===== src/lfbs_pkg.sv =====
// Shared types, constants and pixel arithmetic for the LED frame-buffer serialiser.
package lfbs_pkg;

  localparam int PIXELS_DEF = 64;

  localparam int CFG_IDX_W  = 1;
  localparam int CFG_DATA_W = 7;

  localparam logic [CFG_IDX_W-1:0] REG_PIXEL_COUNT = 1'd0;
  localparam logic [CFG_IDX_W-1:0] REG_FADE_SHIFT  = 1'd1;

  localparam logic [3:0] FADE_SHIFT_RST = 4'd3;
  localparam logic [7:0] CHAN_MAX       = 8'hFF;

  typedef enum logic [2:0] {
    OP_SET   = 3'd0,
    OP_ADD   = 3'd1,
    OP_FADE  = 3'd2,
    OP_CLEAR = 3'd3,
    OP_SYNC  = 3'd4,
    OP_START = 3'd5,
    OP_TICK  = 3'd6
  } op_t;

  // Commands from the controller to the datapath.
  typedef struct packed {
    logic load;         // capture the accepted word, clear result flags
    logic rng_init;     // set up the range walk
    logic rng_step;     // read one pixel of the range, advance the address
    logic set_sync;     // arm a frame
    logic frame_open;   // open a frame and count it
    logic frame_close;  // end the frame, disarm the sync
    logic tick_read;    // read the pixel holding the current bit
    logic tick_bit;     // emit the bit and advance the bit position
    logic respond;      // register the result word
  } dp_cmd_t;

  // Status from the datapath to the controller.
  typedef struct packed {
    op_t  op;
    logic range_hit;
    logic rng_last;
    logic can_start;
    logic tick_emit;
    logic tick_end;
  } dp_stat_t;

  function automatic logic [7:0] add_half(input logic [7:0] p, input logic [7:0] c);
    logic [8:0] s;
    s = {1'b0, p} + {2'b0, c[7:1]};
    return s[8] ? CHAN_MAX : s[7:0];
  endfunction

  function automatic logic [7:0] fade_chan(input logic [7:0] p, input logic [3:0] k);
    logic [22:0] w;
    w = ({15'b0, p} << k) - {15'b0, p};
    return 8'(w >> k);
  endfunction

endpackage


===== src/lfbs_dp.sv =====
// Datapath: configuration, pixel store, range walk, frame and bit counters, result word.
module lfbs_dp #(
  parameter int PIXELS = lfbs_pkg::PIXELS_DEF
) (
  input  logic                             clk,
  input  logic                             rst_n,
  input  logic                             cfg_wr_en,
  input  logic [lfbs_pkg::CFG_IDX_W-1:0]   cfg_index,
  input  logic [lfbs_pkg::CFG_DATA_W-1:0]  cfg_data,
  input  logic [2:0]                       in_operation,
  input  logic [7:0]                       in_start_index,
  input  logic [7:0]                       in_count,
  input  logic [7:0]                       in_red,
  input  logic [7:0]                       in_green,
  input  logic [7:0]                       in_blue,
  input  lfbs_pkg::dp_cmd_t                cmd,
  output lfbs_pkg::dp_stat_t               stat,
  output logic                             out_valid,
  output logic                             out_ready_res,
  output logic                             out_bit_valid,
  output logic                             out_bit_value,
  output logic                             out_frame_done,
  output logic [15:0]                      out_frames_sent
);
  import lfbs_pkg::*;

  localparam int NW = $clog2(PIXELS + 1);
  localparam int AW = (PIXELS > 1) ? $clog2(PIXELS) : 1;

  // Configuration
  logic [6:0]    pixel_count_r;
  logic [3:0]    fade_shift_r;

  // Captured command word
  op_t           op_r;
  logic [7:0]    first_r;
  logic [7:0]    cnt_r;
  logic [7:0]    red_r, green_r, blue_r;

  // Frame state
  logic          sync_r;
  logic          sending_r;
  logic [15:0]   frames_r;
  logic [NW-1:0] pix_r;
  logic [1:0]    byte_r;
  logic [2:0]    bit_r;

  // Range walk and read-modify-write pipeline
  logic [NW-1:0] addr_r;
  logic [NW-1:0] end_r;
  logic          wr_pend_r;
  logic [AW-1:0] wr_addr_r;

  // Pixel store: {red, green, blue}, with a valid bit per entry so that
  // an entry never written since reset reads as black.
  logic [23:0]   mem [PIXELS];
  logic [PIXELS-1:0] vld_r;
  logic [23:0]   rd_data_r;
  logic          rd_vld_r;

  // Result flags
  logic          bv_r, bval_r, done_r;
  logic          out_valid_r, ready_r, bv_out_r, bval_out_r, done_out_r;
  logic [15:0]   frames_out_r;

  logic [NW-1:0] n;
  logic [8:0]    n9;
  logic [8:0]    sum9;
  logic [NW-1:0] end_nxt;
  logic [3:0]    k;
  logic [23:0]   rd_pix;
  logic [23:0]   wr_pix_nxt;
  logic [AW-1:0] rd_addr;
  logic [7:0]    sel_byte;
  logic [2:0]    bit_sel;
  logic          bval_nxt;

  always_comb begin
    if ({2'b0, pixel_count_r} > 9'(PIXELS)) begin
      n = NW'(PIXELS);
    end else begin
      n = NW'(pixel_count_r);
    end
    n9   = 9'(n);
    sum9 = {1'b0, first_r} + {1'b0, cnt_r};
    if (sum9 > n9) begin
      end_nxt = n;
    end else begin
      end_nxt = NW'(sum9);
    end
    k = (fade_shift_r == 4'd0) ? 4'd1 : fade_shift_r;
  end

  always_comb begin
    stat.op        = op_r;
    stat.range_hit = ({1'b0, first_r} < n9) && (cnt_r != 8'd0);
    stat.rng_last  = ({1'b0, addr_r} + 1'b1) == {1'b0, end_r};
    stat.can_start = (n != '0) && !sending_r && sync_r;
    stat.tick_emit = sending_r && (pix_r < n);
    stat.tick_end  = sending_r && !(pix_r < n);
  end

  assign rd_pix = rd_vld_r ? rd_data_r : 24'd0;

  always_comb begin
    case (op_r)
      OP_SET:  wr_pix_nxt = {red_r, green_r, blue_r};
      OP_ADD:  wr_pix_nxt = {add_half(rd_pix[23:16], red_r),
                             add_half(rd_pix[15:8], green_r),
                             add_half(rd_pix[7:0], blue_r)};
      OP_FADE: wr_pix_nxt = {fade_chan(rd_pix[23:16], k),
                             fade_chan(rd_pix[15:8], k),
                             fade_chan(rd_pix[7:0], k)};
      default: wr_pix_nxt = 24'd0;
    endcase
  end

  // Wire order is green, red, blue, each most significant bit first.
  always_comb begin
    case (byte_r)
      2'd0:    sel_byte = rd_pix[15:8];
      2'd1:    sel_byte = rd_pix[23:16];
      default: sel_byte = rd_pix[7:0];
    endcase
    bit_sel  = 3'd7 - bit_r;
    bval_nxt = sel_byte[bit_sel];
  end

  assign rd_addr = cmd.rng_step ? addr_r[AW-1:0] : pix_r[AW-1:0];

  // Store: one write port, one registered read port.
  always_ff @(posedge clk) begin
    if (wr_pend_r) begin
      mem[wr_addr_r] <= wr_pix_nxt;
    end
    if (cmd.rng_step || cmd.tick_read) begin
      rd_data_r <= mem[rd_addr];
    end
  end

  always_ff @(posedge clk) begin
    if (!rst_n) begin
      vld_r    <= '0;
      rd_vld_r <= 1'b0;
    end else begin
      if (wr_pend_r) begin
        vld_r[wr_addr_r] <= 1'b1;
      end
      if (cmd.rng_step || cmd.tick_read) begin
        rd_vld_r <= vld_r[rd_addr];
      end
    end
  end

  // Captured word and range addresses carry no reset.
  always_ff @(posedge clk) begin
    if (cmd.load) begin
      op_r    <= op_t'(in_operation);
      first_r <= in_start_index;
      cnt_r   <= in_count;
      red_r   <= in_red;
      green_r <= in_green;
      blue_r  <= in_blue;
    end
    if (cmd.rng_init) begin
      addr_r <= NW'(first_r);
      end_r  <= end_nxt;
    end else if (cmd.rng_step) begin
      addr_r <= addr_r + 1'b1;
    end
    if (cmd.rng_step) begin
      wr_addr_r <= addr_r[AW-1:0];
    end
  end

  always_ff @(posedge clk) begin
    if (!rst_n) begin
      pixel_count_r <= 7'd0;
      fade_shift_r  <= FADE_SHIFT_RST;
      sync_r        <= 1'b0;
      sending_r     <= 1'b0;
      frames_r      <= 16'd0;
      pix_r         <= '0;
      byte_r        <= 2'd0;
      bit_r         <= 3'd0;
      wr_pend_r     <= 1'b0;
      bv_r          <= 1'b0;
      bval_r        <= 1'b0;
      done_r        <= 1'b0;
      out_valid_r   <= 1'b0;
    end else begin
      if (cfg_wr_en) begin
        case (cfg_index)
          REG_PIXEL_COUNT: pixel_count_r <= cfg_data;
          REG_FADE_SHIFT:  fade_shift_r  <= cfg_data[3:0];
          default: ;
        endcase
      end
      wr_pend_r   <= cmd.rng_step;
      out_valid_r <= cmd.respond;
      if (cmd.load) begin
        bv_r   <= 1'b0;
        bval_r <= 1'b0;
        done_r <= 1'b0;
      end
      if (cmd.set_sync) begin
        sync_r <= 1'b1;
      end
      if (cmd.frame_open) begin
        sending_r <= 1'b1;
        frames_r  <= frames_r + 16'd1;
        pix_r     <= '0;
        byte_r    <= 2'd0;
        bit_r     <= 3'd0;
      end
      if (cmd.frame_close) begin
        sending_r <= 1'b0;
        sync_r    <= 1'b0;
        done_r    <= 1'b1;
      end
      if (cmd.tick_bit) begin
        bv_r   <= 1'b1;
        bval_r <= bval_nxt;
        bit_r  <= bit_r + 3'd1;
        if (bit_r == 3'd7) begin
          if (byte_r == 2'd2) begin
            byte_r <= 2'd0;
            pix_r  <= pix_r + 1'b1;
          end else begin
            byte_r <= byte_r + 2'd1;
          end
        end
      end
    end
  end

  always_ff @(posedge clk) begin
    if (cmd.respond) begin
      ready_r      <= !sync_r && !sending_r;
      bv_out_r     <= bv_r;
      bval_out_r   <= bval_r;
      done_out_r   <= done_r;
      frames_out_r <= frames_r;
    end
  end

  assign out_valid       = out_valid_r;
  assign out_ready_res   = ready_r;
  assign out_bit_valid   = bv_out_r;
  assign out_bit_value   = bval_out_r;
  assign out_frame_done  = done_out_r;
  assign out_frames_sent = frames_out_r;

endmodule


===== src/lfbs_ctrl.sv =====
// Controller: sequences each accepted command word through the datapath.
module lfbs_ctrl (
  input  logic               clk,
  input  logic               rst_n,
  input  logic               start,
  output logic               busy,
  input  lfbs_pkg::dp_stat_t stat,
  output lfbs_pkg::dp_cmd_t  cmd
);
  import lfbs_pkg::*;

  typedef enum logic [2:0] {
    S_IDLE,
    S_DECODE,
    S_RANGE,
    S_RANGE_END,
    S_TICK,
    S_RESP
  } state_t;

  state_t state_r;
  state_t state_nxt;

  always_comb begin
    state_nxt = state_r;
    cmd       = '0;
    case (state_r)
      S_IDLE: begin
        if (start) begin
          cmd.load  = 1'b1;
          state_nxt = S_DECODE;
        end
      end
      S_DECODE: begin
        state_nxt = S_RESP;
        case (stat.op)
          OP_SET, OP_ADD, OP_FADE, OP_CLEAR: begin
            if (stat.range_hit) begin
              cmd.rng_init = 1'b1;
              state_nxt    = S_RANGE;
            end
          end
          OP_SYNC:  cmd.set_sync = 1'b1;
          OP_START: cmd.frame_open = stat.can_start;
          OP_TICK: begin
            if (stat.tick_emit) begin
              cmd.tick_read = 1'b1;
              state_nxt     = S_TICK;
            end else begin
              cmd.frame_close = stat.tick_end;
            end
          end
          default: ;
        endcase
      end
      S_RANGE: begin
        cmd.rng_step = 1'b1;
        if (stat.rng_last) begin
          state_nxt = S_RANGE_END;
        end
      end
      S_RANGE_END: state_nxt = S_RESP;
      S_TICK: begin
        cmd.tick_bit = 1'b1;
        state_nxt    = S_RESP;
      end
      S_RESP: begin
        cmd.respond = 1'b1;
        state_nxt   = S_IDLE;
      end
      default: state_nxt = S_IDLE;
    endcase
  end

  always_ff @(posedge clk) begin
    if (!rst_n) begin
      state_r <= S_IDLE;
    end else begin
      state_r <= state_nxt;
    end
  end

  assign busy = (state_r != S_IDLE);

endmodule


===== src/led_framebuffer_serializer.sv =====
// Top level of the LED frame-buffer serialiser: controller plus datapath.
// Sync, start, a refused command and the frame-ending tick go from decode straight to the result;
// a tick that emits a bit reads the store first, and a range walk steps through its pixels.
// A new word is taken only while busy is low, and the receiver cannot hold a result off.
// Reset (rst_n low at a clock edge) clears every pixel to black at once, disarms the sync,
// closes any frame, zeroes the frame counter and sets pixel count 0 and fade strength 3.
module led_framebuffer_serializer #(
  parameter int PIXELS = lfbs_pkg::PIXELS_DEF
) (
  input  logic                            clk,
  input  logic                            rst_n,
  // Configuration write port
  input  logic                            cfg_wr_en,
  input  logic [lfbs_pkg::CFG_IDX_W-1:0]  cfg_index,
  input  logic [lfbs_pkg::CFG_DATA_W-1:0] cfg_data,
  // Command word
  input  logic                            start,
  output logic                            busy,
  input  logic [2:0]                      in_operation,
  input  logic [7:0]                      in_start_index,
  input  logic [7:0]                      in_count,
  input  logic [7:0]                      in_red,
  input  logic [7:0]                      in_green,
  input  logic [7:0]                      in_blue,
  // Result word, valid for exactly one cycle
  output logic                            out_valid,
  output logic                            out_ready_res,
  output logic                            out_bit_valid,
  output logic                            out_bit_value,
  output logic                            out_frame_done,
  output logic [15:0]                     out_frames_sent
);
  import lfbs_pkg::*;

  // The controller steps through decode, the range walk or the store read for a bit, and
  // finally registers the result word. The datapath owns every register that carries
  // data: configuration, the pixel store with its per-entry valid bits, the frame state
  // and the position of the next bit, kept as pixel, byte and bit counters so that no
  // division by 24 is needed. A range walk reads and rewrites one pixel a cycle, and busy
  // stays high until the result word is registered.
  dp_cmd_t  cmd;
  dp_stat_t stat;

  lfbs_ctrl u_ctrl (
    .clk   (clk),
    .rst_n (rst_n),
    .start (start),
    .busy  (busy),
    .stat  (stat),
    .cmd   (cmd)
  );

  // A pixel count beyond the store size is clipped to PIXELS inside the datapath; a
  // frame lasts as long as the current count says, so it follows later changes.
  lfbs_dp #(
    .PIXELS (PIXELS)
  ) u_dp (
    .clk             (clk),
    .rst_n           (rst_n),
    .cfg_wr_en       (cfg_wr_en),
    .cfg_index       (cfg_index),
    .cfg_data        (cfg_data),
    .in_operation    (in_operation),
    .in_start_index  (in_start_index),
    .in_count        (in_count),
    .in_red          (in_red),
    .in_green        (in_green),
    .in_blue         (in_blue),
    .cmd             (cmd),
    .stat            (stat),
    .out_valid       (out_valid),
    .out_ready_res   (out_ready_res),
    .out_bit_valid   (out_bit_valid),
    .out_bit_value   (out_bit_value),
    .out_frame_done  (out_frame_done),
    .out_frames_sent (out_frames_sent)
  );

endmodule

===== config.mk =====
export PLATFORM = sky130hd
export DESIGN_NAME = led_framebuffer_serializer
export DESIGN_NICKNAME = d
export VERILOG_FILES = /design/src/lfbs_pkg.sv /design/src/lfbs_dp.sv /design/src/lfbs_ctrl.sv /design/src/led_framebuffer_serializer.sv
export SDC_FILE = /design/constraint.sdc
export NUM_CORES = 2
export LEC_CHECK = 0
export ABC_CLOCK_PERIOD_IN_PS = 12100
export BUFFER_PORTS_ARGS = -buffer_cell sky130_fd_sc_hd__clkbuf_2
export CAP_MARGIN = 20
export CORE_MARGIN = 4
export CORE_UTILIZATION = 55
export DETAILED_ROUTE_END_ITERATION = 16
export PLACE_DENSITY = 0.82
export SLEW_MARGIN = 30
export SYNTH_ARGS = -nofsm -noshare
export SYNTH_HDL_FRONTEND = slang
export SYNTH_HIERARCHICAL = 1
export SYNTH_SLANG_ARGS = --single-unit

===== constraint.sdc =====
create_clock -name clk -period 12.1 [get_ports clk]
set_input_delay 2.42 -clock clk [delete_from_list [all_inputs] [get_ports clk]]
set_output_delay 2.42 -clock clk [all_outputs]
set_load 0.02 [all_outputs]

Yosys cells after proc, flatten, opt, wreduce, memory -nomap -nowiden
Memories as Yosys holds them, arrays and structs flattened. A register that Yosys moved wholly into a read port is not among the register bits.
Index checks and enable logic that the tools add are counted.
{"block": "op_classes", "n_addsub": 14, "n_lt_le_gt_ge": 8, "n_eq_ne": 17, "n_shift": 6, "n_mux": 54, "bitwise": 3, "n_reduce_logical": 28}
{"cell": "$pmux W24 S3", "count": 1}
{"cell": "$shl A8 B4 Y23", "count": 3}
{"cell": "$shr A23 B4 Y8", "count": 3}
{"cell": "$sub A23 B8 Y23", "count": 3}
{"cell": "$or A64 B64 Y64", "count": 1}
{"cell": "$mux W7", "count": 8}
{"cell": "$add A8 B7 Y9", "count": 3}
{"cell": "$mux W24", "count": 1}
{"cell": "$mux W8", "count": 3}
{"cell": "$mux W1", "count": 22}
{"cell": "$eq A3 B3 Y1 const B", "count": 6}
{"cell": "$add A16 B1 Y16 const B", "count": 1}
{"cell": "$pmux W8 S2", "count": 1}
{"cell": "$mux W3", "count": 5}
{"cell": "$add A7 B1 Y7 const B", "count": 2}
{"cell": "$lt A6 B7 Y1 const B", "count": 2}
{"cell": "$eq A3 B2 Y1 const B", "count": 4}
{"cell": "$pmux W3 S4", "count": 1}
{"cell": "$mux W2", "count": 5}
{"cell": "$add A8 B8 Y9", "count": 1}
{"cell": "$gt A9 B7 Y1", "count": 1}
{"cell": "$add A7 B1 Y8 const B", "count": 1}
{"cell": "$eq A8 B7 Y1", "count": 1}
{"cell": "$lt A8 B7 Y1", "count": 1}
{"cell": "other kinds (31)", "count": 50}
{"block": "word_totals", "register_bits": 197, "ram_bits": 1536, "in_bits": 55, "out_inout_bits": 22, "word_cells": 161, "n_memories": 1}
{"name": "u_dp.mem", "depth": 64, "width": 24, "rd": 1, "rd_ports_with_merged_regs": 1, "write_ports": 1, "line_no": "lfbs_dp.sv:56", "source": "logic [23:0] mem [PIXELS];"}

Logic depth before layout (Yosys ltp)
{"block": "logic_depth", "ltp_word": 12, "mapped_depth": 22, "ltp_nobuf": 17}

Hierarchy
The synthesis kept the hierarchy.
{"module": "lfbs_dp", "n_inst": 1, "cells_each": 4731, "area_each_um2": 76654.8, "seq_area_each_um2": 51559.4}
{"module": "lfbs_ctrl", "n_inst": 1, "cells_each": 34, "area_each_um2": 261.5, "seq_area_each_um2": 60.1}

Least setup slack after synthesis
Ideal clock, no wire load.
{"block": "synth_timing", "path_kind": "reg-to-reg", "start": "register u_dp.fade_shift_r[1]", "end": "memory u_dp.mem[0][17] (data pin)", "setup_ns": 1.008, "arrival_ns": 8.650, "required_time_ns": 11.092, "slack_ns": 2.441, "stages_incl_launch_ff": 23, "path_buffers": 8, "period_less_slack_ns": 9.659, "cell_sequence": "dfxtp_1 buf_4 buf_6 buf_4 buf_2 buf_2 clkbuf_1 buf_1 buf_1 nor2_1 a31oi_1 nor2_1 ha_1 nor2b_1 o31a_1 o221a_2 a211o_1 or2_1 nor3_4 o21ai_0 nand3_1 o21ai_0 o311ai_0"}
{"block": "synth_between", "elab_chain_cells": 6}
{"item": "start, declared", "line_no": "lfbs_dp.sv:32", "source": "logic [3:0] fade_shift_r;"}
{"item": "start signal, assigned", "line_no": "lfbs_dp.sv:195", "source": "REG_FADE_SHIFT: fade_shift_r <= cfg_data[3:0];"}
{"item": "$logic_not A4 Y1", "line_no": "lfbs_dp.sv:91", "source": "k = (fade_shift_r == 4'd0) ? 4'd1 : fade_shift_r;"}
{"item": "$mux W4 *", "line_no": "lfbs_dp.sv:91"}
{"item": "$shl A8 B4 Y23", "line_no": "lfbs_pkg.sv:56", "source": "w = ({15'b0, p} << k) - {15'b0, p};"}
{"item": "$sub A23 B8 Y23", "line_no": "lfbs_pkg.sv:56"}
{"item": "$shr A23 B4 Y8 *", "line_no": "lfbs_pkg.sv:57", "source": "return 8'(w >> k);"}
{"item": "$pmux W24 S3 *", "line_no": "lfbs_dp.sv:106", "source": "case (op_r)"}
{"item": "via u_dp.wr_pix_nxt[17]", "line_no": "lfbs_dp.sv:72", "source": "logic [23:0] wr_pix_nxt;"}
{"item": "end, declared", "line_no": "lfbs_dp.sv:56"}
Mark *: on every way through the listed nets, which the timed path passes. The rest lies on a longest branch.

Worst setup path after layout
{"block": "layout_timing", "start": "register u_dp.fade_shift_r[3]", "end": "memory u_dp.mem[52][15] (data pin)"}
Same word-level chain as after synthesis.

==> impl_results.md <==
* Period utilization at 0.585
* Iteration-0 DRC count of the detailed router at 7,209
* Distinct cell type count after synthesis at around 110
* Die Area at between 0.1 and 0.15 mm^2
* Fillcell total at about 9,400
* Per-cell routed wire length at roughly 33 um
* Area grow syn2layout at 11.0%
* Required time worst endpoint at approximately 13 ns
* Core Area at approximately 0.14 mm^2
* Unrepaired setup endpoints after global routing: no
* Drt first pass iters at 8
* Synth Cell Area at slightly below 0.08 mm^2
* Delay-heaviest family, CP: simple AND/OR/NAND/NOR gates
* Seq cells post-synth at about 1,800
* Global-route usage over all layers at 0.309
* Final count of negative-setup-slack endpoints at 0
* CP Data Arrival Time at 7.59 ns
* Status: finished, final reports clean
* CP most frequent cell: nor2_1
* First-pass GRT wire length at between 300,000 and 400,000 um
* Min-delay worst type: reg -> reg
* Row count at around 140
* Antenna violations before repair at 4
* Clk sinks at 1,757
* TritonCTS Buffers at 162
* Fraction of registers with async set/reset at 0
* Hold_buf cts at 0
* Pwr Density at ~150 mW/mm^2
* CP max-delay cell: nor2_1
* Yosys Warn Count at 6
* Htree depth at 4
* Clock transition at path regs at ~0.060 ns
* TritonCTS clock tree: done
* Peak VDD IR at around 0.14 mV
* Most common cell after layout, fill and taps aside: edfxtp_1
* Relative slew slack at 0.148
* Worst path buffer plus inverter count at 3
* Boundary Pins at 77
* FF-to-FF setup slack at ~5 ns
* Area occupied by multi-input gates at approximately 0.024 mm^2
* Crit Path Class: reg -> reg
* WL final at 228,000 um
* Height of the die at between 300 and 400 um
* Seq. cell area at 0.0516 mm^2
* Max incr delay on CP at about 0.68 ns
* Maximum Capacitance Violations at 0
* Placer Congestion at 0.995
* Vias at approximately 48,000
* Antenna-violating nets left at 0
* Max Buffers Root-to-Sink at 3
* Avg Cell Area, Syn at around 16 um^2
* Post-Synthesis Cells at approximately 4,800
* Crit start category: flip-flop
* DP HPWL at ~130,000 um
* # nets final at approximately 5,000
* Most frequent cells in the layout: edfxtp_1 (1,643), mux4_2 (412), nand2_1 (364)
* Min Tclk post-route at approximately 7.1 ns
* Clk_skew at 0.0478 ns
* CTS root buf: clkbuf_16
* Total gr overflow at 0
* CP Capture Type: flip-flop
* F_max at about 140 MHz
* Layout cell share with drive strength beyond 1 at 0.211
* Dominant synthesized flop cell: edfxtp_1
* Max-slew violation count at 0
* Resized cells post-CTS at 0
* Fin. Hold Viols at 0
* Critical path cell sequence: buf_4 -> o21ba_2 -> nor2_1 -> buf_4 -> a221oi_1 -> nor2_1 -> a31oi_1 -> nor2_1 -> ha_1 -> or2_2 -> o221a_2 -> nor2_1 -> nand4_1 -> or3b_2 -> a21oi_1 -> nor4_1 -> o31ai_4 -> buf_4
* Crit path max fanout at 64
* Die width at 382 um
* Vias in the first global route at ~47,000
* Sum of negative setup slack at 0 ns
* Post-layout util at 0.618
* Post-synthesis sequential area ratio at 0.671
* Largest net degree at the start of global routing at between 100 and 150
* Clk Latency, worst-skew pair at between 0.8 and 0.9 ns
* Routed vias/inst at ~7.0
* Postcts setup bufs at 0
* EDFF count, synth at 1,643
* Leakage power figure at roughly 28 nW
* # DRC at 0
* Worst-margin pin slew at approximately 1.3 ns
* IO buf count at 76
* Initial core utilization at 0.557
[metal layers]
layer / up-vias / share of wire / GRT usage
met3: 645 / 0.12 / 0.0703
met2: 3703 / 0.47 / 0.481
met1: 24100 / 0.36 / 0.417
met5: - / 0.00050 / 0
met4: 4 / 0.054 / 0.150
li1: 19300 / - / -
[cells by family after synthesis]
logic type | Yosys count | synth area share
xor+xnor | 87 | 0.00991
compound gates | 933 | 0.0849
flops | 1757 | 0.671
mux | 510 | 0.134
simple gates | 1023 | 0.0654
buf+inv | 369 | 0.0203
fa+ha+maj | 85 | 0.0145
other cells | 1 | 0.0000488
[report_power, final]
group	switching [mW]	total [mW]	internal, mW
logic	0.669	0.925	0.256
registers	0.0491	6.90	6.86
clock network	2.27	4.98	2.70
total	2.99	12.8	9.81
[cells in the mapped netlist, types with 12 or more instances]
| library cell | n | area, um^2 |
|---|---|---|
| o22ai_1 | 14 | 87.6 |
| buf_2 | 58 | 290 |
| xnor2_1 | 54 | 473 |
| clkbuf_1 | 180 | 676 |
| nand2_1 | 364 | 1370 |
| dfxtp_1 | 114 | 2280 |
| or3_1 | 12 | 75.1 |
| o21ai_0 | 105 | 526 |
| mux2_2 | 25 | 282 |
| nor2b_1 | 50 | 313 |
| a21o_1 | 27 | 203 |
| a21oi_1 | 178 | 891 |
| nand4_1 | 21 | 131 |
| nor3b_1 | 13 | 97.6 |
| nand2b_1 | 18 | 113 |
| nor2_1 | 211 | 792 |
| and3_1 | 21 | 131 |
| nand3_1 | 57 | 285 |
| a311oi_1 | 58 | 508 |
| xor2_1 | 33 | 289 |
| o31ai_1 | 12 | 90.1 |
| buf_1 | 38 | 143 |
| a211oi_1 | 153 | 1150 |
| mux4_2 | 412 | 9280 |
| a211o_1 | 12 | 105 |
| a22oi_1 | 12 | 90.1 |
| o211ai_1 | 26 | 195 |
| inv_1 | 72 | 270 |
| mux2i_1 | 70 | 701 |
| edfxtp_1 | 1643 | 49300 |
| a31oi_1 | 80 | 500 |
| nor3_1 | 39 | 195 |
| a21boi_0 | 18 | 135 |
| o21a_1 | 95 | 713 |
| a221oi_1 | 15 | 131 |
| nor4_1 | 20 | 125 |
| and2_1 | 126 | 788 |
| ha_1 | 78 | 976 |
[state kept, by name (all words and copies together), names as in the netlist, 8 cells and up]
| signal | flops |
|---|---|
| u_dp/mem | 1536 |
| u_dp/out_frames_sent | 16 |
| u_dp/frames_r | 16 |
| u_dp/rd_data_r | 24 |
| u_dp/first_r | 8 |
| u_dp/green_r | 8 |
| u_dp/red_r | 8 |
| u_dp/vld_r | 64 |
| u_dp/blue_r | 8 |
| u_dp/cnt_r | 8 |
[stage by stage]
step	total power [mW]	hold slack, ns	std cells	setup WS (ns)	instance area (um^2)
5_1_grt	13.2	0.450	6857	4.78	85300
6_report	12.8	0.430	6862	5.02	85300
3_5_place_dp	7.92	0.411	6562	5.23	80100
4_1_cts	12.8	0.437	6855	5.21	85200
2_1_floorplan	7.57	0.400	4767	2.44	76900
3_3_place_gp	7.89	0.407	6561	5.08	80100
[final cells by class]
type / instances / area share
clock inverters: 75 / 0.00891
flip-flops and latches: 1757 / 0.605
multi-input cells: 2641 / 0.284
diodes: 5 / 0.000147
well taps: 1863 / 0.0273
clock buffers: 218 / 0.0513
inverters: 77 / 0.00339
repair buffers: 226 / 0.0196
[path summary, 6_finish.rpt]
path | endpoint | startpoint | cells past startpoint
setup / recovery | u_dp/mem[52][15] | u_dp/fade_shift_r[3] | 18
hold / removal | u_dp/out_bit_valid | u_dp/bv_r | 0
setup reg to reg | u_dp/mem[52][15] | u_dp/fade_shift_r[3] | 18
hold reg to reg | u_dp/out_bit_valid | u_dp/bv_r | 0
Power figures use the tool's default switching activity.
